===== config.mk =====
export PLATFORM = sky130hd
export DESIGN_NAME = stepper_trapezoid_ramp_unit
export DESIGN_NICKNAME = d
export VERILOG_FILES = /design/src/rtl/str_pkg.sv /design/src/rtl/str_div.sv /design/src/rtl/stepper_trapezoid_ramp_unit.sv
export SDC_FILE = /design/constraint.sdc
export NUM_CORES = 1
export LEC_CHECK = 0
export BUFFER_PORTS_ARGS = -buffer_cell sky130_fd_sc_hd__buf_4
export CAP_MARGIN = 40
export CORE_MARGIN = 4
export CORE_UTILIZATION = 40
export CTS_BUF_LIST = sky130_fd_sc_hd__clkbuf_8
export CTS_CLUSTER_SIZE = 28
export DETAILED_ROUTE_END_ITERATION = 10
export SYNTH_ARGS = -nofsm -noshare
export SYNTH_HDL_FRONTEND = slang
export SYNTH_HIERARCHICAL = 1
export SYNTH_SLANG_ARGS = --single-unit

===== constraint.sdc =====
create_clock -name i_clk -period 5 [get_ports i_clk]
set_clock_uncertainty 0.05 [all_clocks]
set_input_delay 0.25 -clock i_clk [delete_from_list [all_inputs] [get_ports i_clk]]
set_output_delay 0.25 -clock i_clk [all_outputs]
set_load 0.01 [all_outputs]

===== src/rtl/str_pkg.sv =====
// ============================================================================
// str_pkg
// Shared types and constants of the stepper trapezoid ramp unit: command
// codes, motion phases, register indexes, reset values and field widths.
// ============================================================================
`timescale 1ns / 1ps
`default_nettype none

package str_pkg;

    localparam int unsigned PERIOD_W = 16;
    localparam int unsigned STEPS_W  = 31;
    localparam int unsigned POS_W    = 32;
    localparam int unsigned CFG_IDX_W = 8;

    // Command codes carried in the kind field.
    typedef enum logic [2:0] {
        K_TICK      = 3'd0,
        K_MOVE      = 3'd1,
        K_HARD_STOP = 3'd2,
        K_SOFT_STOP = 3'd3,
        K_SET_DIR   = 3'd4,
        K_LOAD_POS  = 3'd5
    } t_kind;

    typedef enum logic [2:0] {
        PH_IDLE   = 3'd0,
        PH_ACCEL  = 3'd1,
        PH_STEADY = 3'd2,
        PH_DECEL  = 3'd3,
        PH_STOP   = 3'd4
    } t_phase;

    // Configuration register indexes.
    localparam logic [CFG_IDX_W-1:0] REG_START_PERIOD  = 8'd0;
    localparam logic [CFG_IDX_W-1:0] REG_TARGET_PERIOD = 8'd1;
    localparam logic [CFG_IDX_W-1:0] REG_ACCEL_STEP    = 8'd2;
    localparam logic [CFG_IDX_W-1:0] REG_DECEL_STEP    = 8'd3;

    localparam logic [PERIOD_W-1:0] RST_START_PERIOD  = 16'd64000;
    localparam logic [PERIOD_W-1:0] RST_TARGET_PERIOD = 16'd16000;
    localparam logic [PERIOD_W-1:0] RST_ACCEL_STEP    = 16'd1000;
    localparam logic [PERIOD_W-1:0] RST_DECEL_STEP    = 16'd1000;

endpackage

`default_nettype wire


===== src/rtl/str_div.sv =====
// ============================================================================
// str_div
// Bit-serial restoring divider. The dividend shifts out one bit per cycle
// while the quotient shifts in; one subtract and compare per cycle.
// ============================================================================
`timescale 1ns / 1ps
`default_nettype none

module str_div #(
    parameter int unsigned WIDTH = 16
) (
    input  wire logic             i_clk,
    input  wire logic             i_rst_n,
    input  wire logic             i_start,
    input  wire logic [WIDTH-1:0] i_dividend,
    input  wire logic [WIDTH-1:0] i_divisor,
    output logic                  o_done,
    output logic [WIDTH-1:0]      o_quotient
);

    localparam int unsigned CNT_W = $clog2(WIDTH + 1);

    logic             r_busy;
    logic             r_done;
    logic [CNT_W-1:0] r_cnt;
    logic [WIDTH:0]   r_rem;
    logic [WIDTH-1:0] r_quo;
    logic [WIDTH-1:0] r_dvs;

    logic [WIDTH:0]   shifted;
    logic [WIDTH+1:0] diff;

    always_comb begin
        shifted = {r_rem[WIDTH-1:0], r_quo[WIDTH-1]};
        diff    = {1'b0, shifted} - {2'b00, r_dvs};
    end

    always_ff @(posedge i_clk) begin
        if (!i_rst_n) begin
            r_busy <= 1'b0;
            r_done <= 1'b0;
            r_cnt  <= '0;
        end else begin
            r_done <= 1'b0;
            if (i_start) begin
                r_busy <= 1'b1;
                r_cnt  <= CNT_W'(WIDTH);
            end else if (r_busy) begin
                r_cnt <= r_cnt - CNT_W'(1);
                if (r_cnt == CNT_W'(1)) begin
                    r_busy <= 1'b0;
                    r_done <= 1'b1;
                end
            end
        end
    end

    // Datapath registers carry no reset.
    always_ff @(posedge i_clk) begin
        if (i_start) begin
            r_rem <= '0;
            r_quo <= i_dividend;
            r_dvs <= i_divisor;
        end else if (r_busy) begin
            if (!diff[WIDTH+1]) begin
                r_rem <= diff[WIDTH:0];
                r_quo <= {r_quo[WIDTH-2:0], 1'b1};
            end else begin
                r_rem <= shifted;
                r_quo <= {r_quo[WIDTH-2:0], 1'b0};
            end
        end
    end

    assign o_done     = r_done;
    assign o_quotient = r_quo;

endmodule

`default_nettype wire


===== src/rtl/stepper_trapezoid_ramp_unit.sv =====
// ============================================================================
// stepper_trapezoid_ramp_unit
// Trapezoidal step-period ramp generator for a stepper motor, with a
// bit-serial divider for the braking distance.
// ============================================================================
//
//   channel | direction | handshake                 | payload
//   --------+-----------+---------------------------+-----------------------------
//   in      | input     | i_in_valid / o_in_stall   | i_kind, i_step_count,
//           |           |                           | i_forward, i_position_value
//   out     | output    | o_out_valid / i_out_stall | o_period, o_generator_on,
//           |           |                           | o_phase, o_position, o_steps_left
//   cfg     | input     | i_cfg_valid / o_cfg_ready | i_cfg_index, i_cfg_data
//
// A soft stop, and a step tick while cruising, run the braking distance
// through the serial divider before the result is applied; every other
// command goes from acceptance straight to the apply state.
// A new command is taken in the cycle after the previous result is committed.
// A stalled result holds; the state commits only when the output is free.
// Reset is synchronous and active low; no clearing pass follows it.
`timescale 1ns / 1ps
`default_nettype none

module stepper_trapezoid_ramp_unit #(
    parameter int unsigned STOP_PERIOD = 64000
) (
    input  wire logic        i_clk,
    input  wire logic        i_rst_n,
    input  wire logic        i_in_valid,
    output logic             o_in_stall,
    input  wire logic [2:0]  i_kind,
    input  wire logic [30:0] i_step_count,
    input  wire logic        i_forward,
    input  wire logic signed [31:0] i_position_value,
    output logic             o_out_valid,
    input  wire logic        i_out_stall,
    output logic [15:0]      o_period,
    output logic             o_generator_on,
    output logic [2:0]       o_phase,
    output logic signed [31:0] o_position,
    output logic [30:0]      o_steps_left,
    input  wire logic        i_cfg_valid,
    output logic             o_cfg_ready,
    input  wire logic [7:0]  i_cfg_index,
    input  wire logic [15:0] i_cfg_data
);

    localparam int unsigned PW = str_pkg::PERIOD_W;
    localparam int unsigned SW = str_pkg::STEPS_W;
    localparam int unsigned QW = str_pkg::POS_W;
    localparam logic [PW-1:0] L_STOP = PW'(STOP_PERIOD);

    typedef enum logic [1:0] {
        S_IDLE,
        S_DIV,
        S_APPLY
    } t_state;

    t_state r_state;

    // Configuration registers.
    logic [PW-1:0] r_start;
    logic [PW-1:0] r_target;
    logic [PW-1:0] r_accel;
    logic [PW-1:0] r_decel;

    // Motion state; it doubles as the output register.
    logic [SW-1:0]     r_steps;
    logic [PW-1:0]     r_period;
    str_pkg::t_phase   r_phase;
    logic              r_fwd;
    logic [QW-1:0]     r_pos;
    logic              r_running;
    logic              r_out_valid;

    // Latched command.
    logic [2:0]    r_kind;
    logic [SW-1:0] r_count;
    logic          r_cmd_fwd;
    logic [QW-1:0] r_cmd_pos;

    logic [SW-1:0]   n_steps;
    logic [PW-1:0]   n_period;
    str_pkg::t_phase n_phase;
    logic            n_fwd;
    logic [QW-1:0]   n_pos;
    logic            n_running;

    logic            accept;
    logic            needs_div;
    logic            div_start;
    logic            div_done;
    logic [PW-1:0]   div_quo;
    logic            out_free;
    logic            commit;
    logic [PW-1:0]   brake;
    logic [PW:0]     accel_floor;
    logic [PW:0]     decel_sum;
    str_pkg::t_phase ph_mid;

    assign accept    = i_in_valid && !o_in_stall;
    assign needs_div = (i_kind == str_pkg::K_SOFT_STOP) ||
                       ((i_kind == str_pkg::K_TICK) && (r_phase == str_pkg::PH_STEADY));
    assign div_start = accept && needs_div;
    assign out_free  = !r_out_valid || !i_out_stall;
    assign commit    = (r_state == S_APPLY) && out_free;

    str_div #(
        .WIDTH (PW)
    ) u_div (
        .i_clk      (i_clk),
        .i_rst_n    (i_rst_n),
        .i_start    (div_start),
        .i_dividend (L_STOP - r_period),
        .i_divisor  (r_decel),
        .o_done     (div_done),
        .o_quotient (div_quo)
    );

    always_comb begin
        n_steps     = r_steps;
        n_period    = r_period;
        n_phase     = r_phase;
        n_fwd       = r_fwd;
        n_pos       = r_pos;
        n_running   = r_running;
        ph_mid      = r_phase;
        accel_floor = {1'b0, r_target} + {1'b0, r_accel};
        decel_sum   = {1'b0, r_period} + {1'b0, r_decel};

        // Braking distance is zero at or above the stop period, or with no decel.
        if ((r_period >= L_STOP) || (r_decel == '0)) begin
            brake = '0;
        end else begin
            brake = div_quo;
        end

        unique case (r_kind)
            str_pkg::K_TICK: begin
                if (r_steps <= SW'(1)) begin
                    n_steps = '0;
                    ph_mid  = str_pkg::PH_STOP;
                end else begin
                    n_steps = r_steps - SW'(1);
                end
                n_pos   = r_fwd ? (r_pos + QW'(1)) : (r_pos - QW'(1));
                n_phase = ph_mid;
                unique case (ph_mid)
                    str_pkg::PH_ACCEL: begin
                        if ({1'b0, r_period} <= accel_floor) begin
                            n_period = r_target;
                            n_phase  = str_pkg::PH_STEADY;
                        end else begin
                            n_period = r_period - r_accel;
                        end
                        n_running = 1'b1;
                    end
                    str_pkg::PH_STEADY: begin
                        if (n_steps <= SW'(brake)) begin
                            n_phase = str_pkg::PH_DECEL;
                        end
                    end
                    str_pkg::PH_DECEL: begin
                        if (decel_sum >= {1'b0, L_STOP}) begin
                            n_period = L_STOP;
                            n_phase  = str_pkg::PH_STOP;
                        end else begin
                            n_period = decel_sum[PW-1:0];
                        end
                        n_running = 1'b1;
                    end
                    str_pkg::PH_STOP: begin
                        n_running = 1'b0;
                    end
                    default: begin
                    end
                endcase
            end
            str_pkg::K_MOVE: begin
                n_steps   = r_count;
                n_period  = r_start;
                n_phase   = str_pkg::PH_ACCEL;
                n_running = 1'b1;
            end
            str_pkg::K_HARD_STOP: begin
                n_steps   = '0;
                n_period  = r_start;
                n_phase   = str_pkg::PH_IDLE;
                n_running = 1'b0;
            end
            str_pkg::K_SOFT_STOP: begin
                n_steps = SW'(brake);
            end
            str_pkg::K_SET_DIR: begin
                n_fwd = r_cmd_fwd;
            end
            str_pkg::K_LOAD_POS: begin
                n_pos = r_cmd_pos;
            end
            default: begin
            end
        endcase
    end

    always_ff @(posedge i_clk) begin
        if (!i_rst_n) begin
            r_state     <= S_IDLE;
            r_out_valid <= 1'b0;
            r_start     <= str_pkg::RST_START_PERIOD;
            r_target    <= str_pkg::RST_TARGET_PERIOD;
            r_accel     <= str_pkg::RST_ACCEL_STEP;
            r_decel     <= str_pkg::RST_DECEL_STEP;
            r_steps     <= '0;
            r_period    <= str_pkg::RST_START_PERIOD;
            r_phase     <= str_pkg::PH_IDLE;
            r_fwd       <= 1'b1;
            r_pos       <= '0;
            r_running   <= 1'b0;
        end else begin
            if (i_cfg_valid) begin
                unique case (i_cfg_index)
                    str_pkg::REG_START_PERIOD:  r_start  <= i_cfg_data;
                    str_pkg::REG_TARGET_PERIOD: r_target <= i_cfg_data;
                    str_pkg::REG_ACCEL_STEP:    r_accel  <= i_cfg_data;
                    str_pkg::REG_DECEL_STEP:    r_decel  <= i_cfg_data;
                    default: begin
                    end
                endcase
            end

            r_out_valid <= commit || (r_out_valid && i_out_stall);

            unique case (r_state)
                S_IDLE: begin
                    if (accept) begin
                        r_state <= needs_div ? S_DIV : S_APPLY;
                    end
                end
                S_DIV: begin
                    if (div_done) begin
                        r_state <= S_APPLY;
                    end
                end
                S_APPLY: begin
                    if (out_free) begin
                        r_state   <= S_IDLE;
                        r_steps   <= n_steps;
                        r_period  <= n_period;
                        r_phase   <= n_phase;
                        r_fwd     <= n_fwd;
                        r_pos     <= n_pos;
                        r_running <= n_running;
                    end
                end
                default: begin
                    r_state <= S_IDLE;
                end
            endcase
        end
    end

    always_ff @(posedge i_clk) begin
        if (accept) begin
            r_kind    <= i_kind;
            r_count   <= i_step_count;
            r_cmd_fwd <= i_forward;
            r_cmd_pos <= i_position_value;
        end
    end

    assign o_in_stall     = (r_state != S_IDLE);
    assign o_out_valid    = r_out_valid;
    assign o_period       = r_period;
    assign o_generator_on = r_running;
    assign o_phase        = r_phase;
    assign o_position     = r_pos;
    assign o_steps_left   = r_steps;
    assign o_cfg_ready    = 1'b1;

    // An idle motor never has the pulse generator running.
    a_idle_off: assert property (@(posedge i_clk) disable iff (!i_rst_n)
        (r_phase == str_pkg::PH_IDLE) |-> !r_running)
        else $error("generator running while idle");

    // Acceleration is entered only by a move, which starts the generator.
    a_accel_on: assert property (@(posedge i_clk) disable iff (!i_rst_n)
        (r_phase == str_pkg::PH_ACCEL) |-> r_running)
        else $error("generator off while accelerating");

    // The divider reports completion only while the controller waits for it.
    a_div_done: assert property (@(posedge i_clk) disable iff (!i_rst_n)
        div_done |-> (r_state == S_DIV))
        else $error("divider finished outside its wait state");

    // A committed transaction always leaves a result to be taken.
    a_commit_out: assert property (@(posedge i_clk) disable iff (!i_rst_n)
        commit |=> r_out_valid)
        else $error("commit without a pending result");

    // An accepted transaction keeps the input side stalled in the next cycle.
    a_accept_busy: assert property (@(posedge i_clk) disable iff (!i_rst_n)
        accept |=> o_in_stall)
        else $error("input not stalled after a transaction");

endmodule

`default_nettype wire


==> results of run 1 <==
[repair_timing]
| action | in CTS | in global routing |
|---|---|---|
| setup buffers | 0 | 1 |
| hold endpoints to repair | 134 | 0 |
| gates resized for setup | 0 | 9 |
| endpoints found under the setup margin | 0 | 17 |
| hold buffers | 87 | 0 |
[area by class of cell]
| type | count | area share, % |
|---|---|---|
| Sequential cell | 273 | 30.50 |
| Clock buffer | 58 | 3.769 |
| Timing Repair Buffer | 299 | 11.72 |
| Inverter | 71 | 1.264 |
| Multi-Input combinational cell | 1573 | 48.30 |
| Clock inverter | 35 | 1.046 |
| Tap cell | 577 | 3.409 |
[sequential cells by signal (all words and copies together) (netlist names)]
name              count
o_position           32
r_cmd_pos            32
o_steps_left         31
r_count              31
o_period             16
r_accel              16
r_decel              16
r_start              16
r_target             16
u_div/o_quotient     16
u_div/r_dvs          16
u_div/r_rem          16
u_div/r_cnt           5
o_phase               3
r_kind                3
r_state               2
o_generator_on        1
o_out_valid           1
r_cmd_fwd             1
r_fwd                 1
u_div/o_done          1
u_div/r_busy          1
[Yosys cell counts (5+ instances only)]
cell type  count
a211oi_1      34
a21o_1        33
a21oi_1      208
a221oi_1      14
a311oi_1      12
a31oi_1       15
and2_1         7
and3_1        11
buf_2          9
clkbuf_1      81
dfxtp_1      174
edfxtp_1      99
fa_1           5
ha_1         130
inv_1         69
mux2_2        16
mux2i_1       22
nand2_1      289
nand2b_1      13
nand3_1       60
nand3b_1       7
nand4_1       18
nor2_1       160
nor2b_1       23
nor3_1        51
nor3b_1        7
nor4_1        21
o2111ai_1      5
o211ai_1      47
o21a_1        16
o21ai_0       92
o21bai_1      11
o221ai_1       8
o31ai_1        7
or2_2         10
or3_1         12
or4_1          7
xnor2_1       74
xor2_1        41
[power groups by stage]
stage | Combinational [mW] | Sequential, mW | Clock (mW)
2_1_floorplan | 1.42 | 2.59 | 0
3_3_place_gp | 1.83 | 2.62 | 0
3_5_place_dp | 1.87 | 2.62 | 0
4_1_cts | 1.94 | 2.58 | 2.25
5_1_grt | 2.17 | 2.59 | 2.34
6_report | 1.95 | 2.58 | 2.18
[per-layer routing]
layer  global-route usage [%]  share of wire (%)  wire length [um]
met1                    30.80                 46             24540
met2                    36.08                 46             24450
met3                    3.669                5.8              3115
met4                    6.529                2.8              1498
met5                        0                  0                 0
[worst min-delay path, delay by kind of cell]
| family | cells | cell delay, ns |
|---|---|---|
| AO/OA/AOI/OAI | 1 | 0.05 |
| buffers and inverters | 2 | 0.33 |
| AND/OR/NAND/NOR | 2 | 0.14 |
[per-stage QoR]
step	hold slack, ns	util [%]
after CTS	0.07184	49.85
final	0.1290	49.93
after detailed placement	0.3793	45.39
after global routing	0.1297	49.93
after global placement	0.3778	45.33
after floorplan	0.2989	-
[path summary, 6_finish.rpt]
| check | start | endpoint | slack, ns | cells past startpoint |
|---|---|---|---|---|
| max | r_target[0]$_SDFFE_PN0P_ | o_period[4]$_SDFFE_PN0P_ | 0.30 | 21 |
| min | i_cfg_index[0] | r_accel[1]$_SDFFE_PN0P_ | 0.13 | 5 |
| max reg2reg | r_target[0]$_SDFFE_PN0P_ | o_period[4]$_SDFFE_PN0P_ | 0.30 | 21 |
| min reg2reg | r_start[8]$_SDFFE_PN0P_ | r_start[8]$_SDFFE_PN0P_ | 0.40 | 2 |
[cells in the final DEF, fill, tap and decap left out, types with 47 or more instances in the layout]
cell / instances
nand2_1: 289
o211ai_1: 47
ha_1: 130
clkbuf_8: 58
dfxtp_1: 172
nor2_1: 155
o21ai_0: 91
inv_1: 88
dlygate4sd3_1: 87
edfxtp_1: 99
xnor2_1: 74
nand3_1: 60
nor3_1: 51
a21oi_1: 206
buf_4: 209
[logic make-up (layout without fill, tap and decap cells)]
kind of cell             count (synthesis)  count (layout)  synth area share [%]
other                                    1               1               0.02166
buffers and inverters                  171             463                 3.931
AND/OR/NAND/NOR                        719             719                 19.57
adder cells (fa/ha/maj)                135             135                 9.971
XOR/XNOR                               115             115                 5.816
AO/OA/AOI/OAI                          565             565                 21.09
flip-flops                             273             273                 37.28
multiplexers                            38              38                 2.312
==> results.py, run 1 <==
metrics = {
    "clocking": {
        "root_buffer": "clkbuf_8",
        "clk_path_buf_depth": 3,
        "h-tree-depth": 2,
        "worstSkewPairLatency_ns": 0.64,
        "clk_pin_slew_ns": 0.06,
        "cts.sinks": 273,
        "numCtsBuffers": 50,
        "cts_tree": "built",
    },
    "pwr": {
        "p_sw_mw": 2.251,
        "power_frac_clock_pct": 32.5,
        "netSwitchingFraction_pct": 33.57,
        "seqPwrFrac_pct": 38.5,
        "total_power_mw": 6.705,
        "ir_worst_vdd_uv": 249.5,
        "power_density_mw_per_mm2": 316.6,
        "p_leak_nw": 8.878,
        "p_int_mw": 4.454,
        "p_comb_share_pct": 29.0,
    },
    "timing": {
        "setup_viol": 0,
        "worst_pin_slew_ns": 0.8796,
        "fmax_ghz": 0.2127,
        "finalMaxSlewViolations": 0,
        "finalSetupTns_ns": 0,
        "timing.final.ws_setup_ns": 0.2988,
        "period_share_pct": 94.02,
        "slew_headroom_pct": 41.36,
        "hold_violations": 0,
        "period_needed_ns": 4.701,
        "rsz0062_at_grt": "true",
    },
    "setup_path": {
        "critPathLaunchType": "register",
        "cpPeakStageDelay_ns": 0.53,
        "path_cells": "ha_1 > fa_1 > a21o_1 > a21oi_2 > o211ai_1 > and2_1 > a21o_1 > a21oi_1 > xor2_1 > ha_1 > nand4_1 > or4_1 > a21oi_1 > o211ai_1 > buf_4 > nor2_2 > buf_8 > mux2i_1 > o211ai_1 > a31oi_1 > a211oi_1",
        "critPathCaptureType": "register",
        "critical_path_class": "register to register",
        "cp.arrival_ns": 5.14,
        "worstPathRequired_ns": 5.44,
        "path_max_fanout": 18,
        "critPathTopFamily": "compound AO/OA/AOI/OAI gates",
        "critical_path_buf_inv_count": 2,
        "crit_path_frequent_cell": "o211ai_1",
        "slowest_stage": "or4_1",
    },
    "global_routing": {
        "grtUsageTotal_pct": 22.27,
        "grt_start_max_net_pins": 53,
        "grt_pass1_vias": 15610,
        "grt_overflow": 0,
        "antenna_found_initial": 0,
        "grt_pass1_wl_um": 85640,
    },
    "placement": {
        "gp_congestion": 0.8997,
        "placed_area_mm2": 0.01925,
        "pre_cts_ws_ns": 0.08772,
        "dp_cells": 2705,
        "portBuffers": 180,
        "place_hpwl_um": 38690,
    },
    "finish": {
        "diodes": 0,
        "nFillCells": 4126,
        "drive_gt1_share_pct": 15.29,
        "final_cell_area_mm2": 0.02118,
        "multi_input_area_mm2": 0.01023,
        "stdcell_count": 2886,
        "seqCellArea_mm2": 0.006459,
        "nets": 2499,
        "area_growth_syn_to_layout_pct": 22.30,
    },
    "yosys": {
        "yosysWarnings": 6,
        "synth_top_cell_area_share_pct": 20.12,
        "synth-seq-cells": 273,
        "ys.flop_type": "dfxtp_1",
        "netlist_area_mm2": 0.01732,
        "syn-instance-count": 2017,
        "synth_area_leaders": "dfxtp_1, edfxtp_1, ha_1",
        "synthesis.nets": 2248,
        "synth-edff-count": 99,
        "yosysTopAreaCell": "dfxtp_1",
        "syn_avg_cell_area_um2": 8.585,
        "synth_cell_types": 93,
        "yosysSeqAreaShare_pct": 37.28,
        "async_reset_ff_share_pct": 0,
    },
    "hold_path": {
        "min_path_type": "input pin to register",
    },
    "die": {
        "fp.dieH_um": 216.1,
        "start_util_pct": 40.83,
        "core_mm2": 0.04242,
        "die_area_mm2": 0.04668,
        "num_rows": 75,
        "io_pins": 182,
        "die_w_um": 216.1,
    },
    "detailed_routing": {
        "drt-vias-per-instance": 5.511,
        "drc": 0,
        "routedWlPerCell_um": 18.57,
        "drt-initial-drc-count": 1018,
        "drt-pass1-iter-count": 5,
        "antenna_left": 0,
        "routed_wl_um": 53610,
        "vias": 15900,
    },
    "job": {
        "maxCapViolCount": 0,
    },
    "status": {
        "run_status": "finished, final reports clean",
    },
}
Note: power is estimated with default switching activity, not from simulation.
==> run 2, diff against run 1 <==
CAP_MARGIN = 20   (was 40)
CORE_ASPECT_RATIO = 0.7   (was unset)
==> run 2 against run 1 <==
  * Fmax shrank 0.43%
  * Global-route usage grew 0.32 points
  * Setup slack worse by 0.020 ns
  * Register-to-register slack worse by 0.02 ns
  * Non-clock buffer count rose by 2
  * Sequential share of layout area increased by 0.15 points
  * Hold slack got worse by 0.073 ns
  * Utilization decreased by 0.42 points
  * Flip-flop and latch count did not move
  * Sequential power about the same
  * Die area up 0.11%
  * Clock-buffer cell count down 5
  * Critical path type unchanged
  * Highest routed layer unchanged
==> results.py, run 2 (synthesized netlist as in run 1, its figures left out) <==
metrics = {
    "status": {
        "run_status": "finished, final reports clean",
    },
    "die": {
        "die_w_um": 256.7,
        "core_mm2": 0.04257,
        "num_rows": 63,
        "io_pins": 182,
        "fp.dieH_um": 182.1,
        "start_util_pct": 40.68,
        "die_area_mm2": 0.04674,
    },
    "placement": {
        "pre_cts_ws_ns": -0.05993,
        "place_hpwl_um": 40240,
        "portBuffers": 180,
        "placed_area_mm2": 0.01923,
        "gp_congestion": 0.9176,
    },
    "job": {
        "maxCapViolCount": 0,
    },
    "finish": {
        "final_cell_area_mm2": 0.02107,
        "drive_gt1_share_pct": 15.32,
        "fin_util_pct": 49.51,
        "nets": 2498,
        "final_cell_mix": "nand2_1, buf_4, a21oi_1, dfxtp_1, nor2_1",
        "area_growth_syn_to_layout_pct": 21.69,
        "layout_commonest_cell": "nand2_1",
    },
    "detailed_routing": {
        "drt-vias-per-instance": 5.634,
        "vias": 16110,
        "routed_wl_um": 54690,
        "routedWlPerCell_um": 19.13,
        "antenna_left": 0,
        "drt-initial-drc-count": 1366,
        "drc": 0,
        "drt-pass1-iter-count": 5,
    },
    "pwr": {
        "power_density_mw_per_mm2": 310.3,
        "p_leak_nw": 8.841,
        "ir_worst_vdd_uv": 184.9,
    },
    "clocking": {
        "clk_path_buf_depth": 3,
        "root_buffer": "clkbuf_8",
        "numCtsBuffers": 46,
        "cts.sinks": 273,
        "cts_tree": "built",
        "clk_pin_slew_ns": 0.06,
        "worstSkewPairLatency_ns": 0.60,
        "h-tree-depth": 2,
    },
    "global_routing": {
        "grt_overflow": 0,
        "grt_pass1_wl_um": 85950,
        "grt_pass1_vias": 15310,
        "antenna_found_initial": 1,
        "grtUsageTotal_pct": 22.60,
        "grt_start_max_net_pins": 54,
    },
    "timing": {
        "worst_pin_slew_ns": 1.109,
        "finalMaxSlewViolations": 0,
        "timing.final.ws_setup_ns": 0.2786,
        "setup_viol": 0,
        "period_needed_ns": 4.721,
        "hold_violations": 0,
        "period_share_pct": 94.43,
        "slew_headroom_pct": 25.71,
        "fmax_ghz": 0.2118,
    },
    "setup_path": {
        "critical_path_class": "register to register",
        "path_max_fanout": 5,
        "critPathCaptureType": "register",
        "critPathLaunchType": "register",
        "worstPathRequired_ns": 5.45,
        "cp.arrival_ns": 5.18,
    },
    "hold_path": {
        "min_path_type": "input pin to register",
    },
}
-- run 2: changes by cell type in the layout (fill, tap and decap cells not counted), sizes merged --
| cell | delta |
|---|---|
| buf | +5 |
| clkbuf | -5 |
| diode | +3 |
| dlygate4sd3 | -3 |
| clkinvlp | -2 |
| bufinv | -1 |
| nor2 | +1 |
-- run 2: what timing repair did --
action	4_1_cts	5_1_grt
hold endpoints to repair	133	0
pin swaps	1	1
setup endpoints to repair	5	16
setup buffers	1	4
hold buffers	84	0
gates cloned	0	1
resized for setup	1	7
-- run 2: path summary, 6_finish.rpt --
path / startpoint / endpoint / slack, ns / depth (start not counted)
worst max-delay path: r_target[0]$_SDFFE_PN0P_ / o_period[14]$_SDFFE_PN1P_ / 0.28 / 21
worst min-delay path: i_in_valid / r_state[1]$_SDFFE_PN0P_ / 0.06 / 5
worst max register to register: r_target[0]$_SDFFE_PN0P_ / o_period[14]$_SDFFE_PN1P_ / 0.28 / 21
worst min register to register: r_start[8]$_SDFFE_PN0P_ / r_start[8]$_SDFFE_PN0P_ / 0.41 / 2
-- run 2: where the power goes --
part / switching [mW] / internal, mW
Sequential: 0.127 / 2.45
Combinational: 1.14 / 0.835
Clock: 0.968 / 1.02
-- run 2: per-layer routing --
metal | part of all wire, % | GRT usage [%] | up-vias
met1 | 50 | 34.70 | 7604
met3 | 7.2 | 3.967 | 87
met5 | 0 | 0 | -
li1 | - | - | 7881
met2 | 41 | 32.58 | 536
met4 | 2.4 | 5.909 | 0
-- run 2: stage by stage --
step	hold slack, ns	setup TNS [ns]	total power, mW	std cells
5_1_grt	0.04649	-0.03116	6.931	2859
3_5_place_dp	0.3793	-0.05993	4.502	2680
2_1_floorplan	0.2989	0	4.006	2017
6_report	0.05551	0	6.539	2859
3_3_place_gp	0.3787	0	4.478	2680
4_1_cts	0.02198	0	6.572	2850
-- run 2: area by class of cell --
type,count,area (um^2)
diodes,3,7.507
clock buffers,53,729.5
clock inverters,32,165.2
fillers,4089,21490
inverters,71,267.8
multi-input cells,1574,10250
flip-flops and latches,273,6457
well taps,552,690.7
repair buffers,301,2502
-- run 2: critical path, stage by stage, from the launching register on --
cell and delay (ns):
dfxtp_1 0.33, ha_1 0.23, fa_1 0.42, a21o_1 0.19, a21oi_2 0.21, o211ai_1 0.15
and2_1 0.18, a21o_1 0.17, a21oi_1 0.16, xor2_1 0.09, ha_1 0.29, nand4_1 0.13
or4_1 0.53, a21oi_1 0.15, o211ai_1 0.11, buf_4 0.19, nor2_4 0.19, buf_4 0.16
a21boi_0 0.20, o22ai_1 0.13, a41o_1 0.23, a21oi_1 0.13
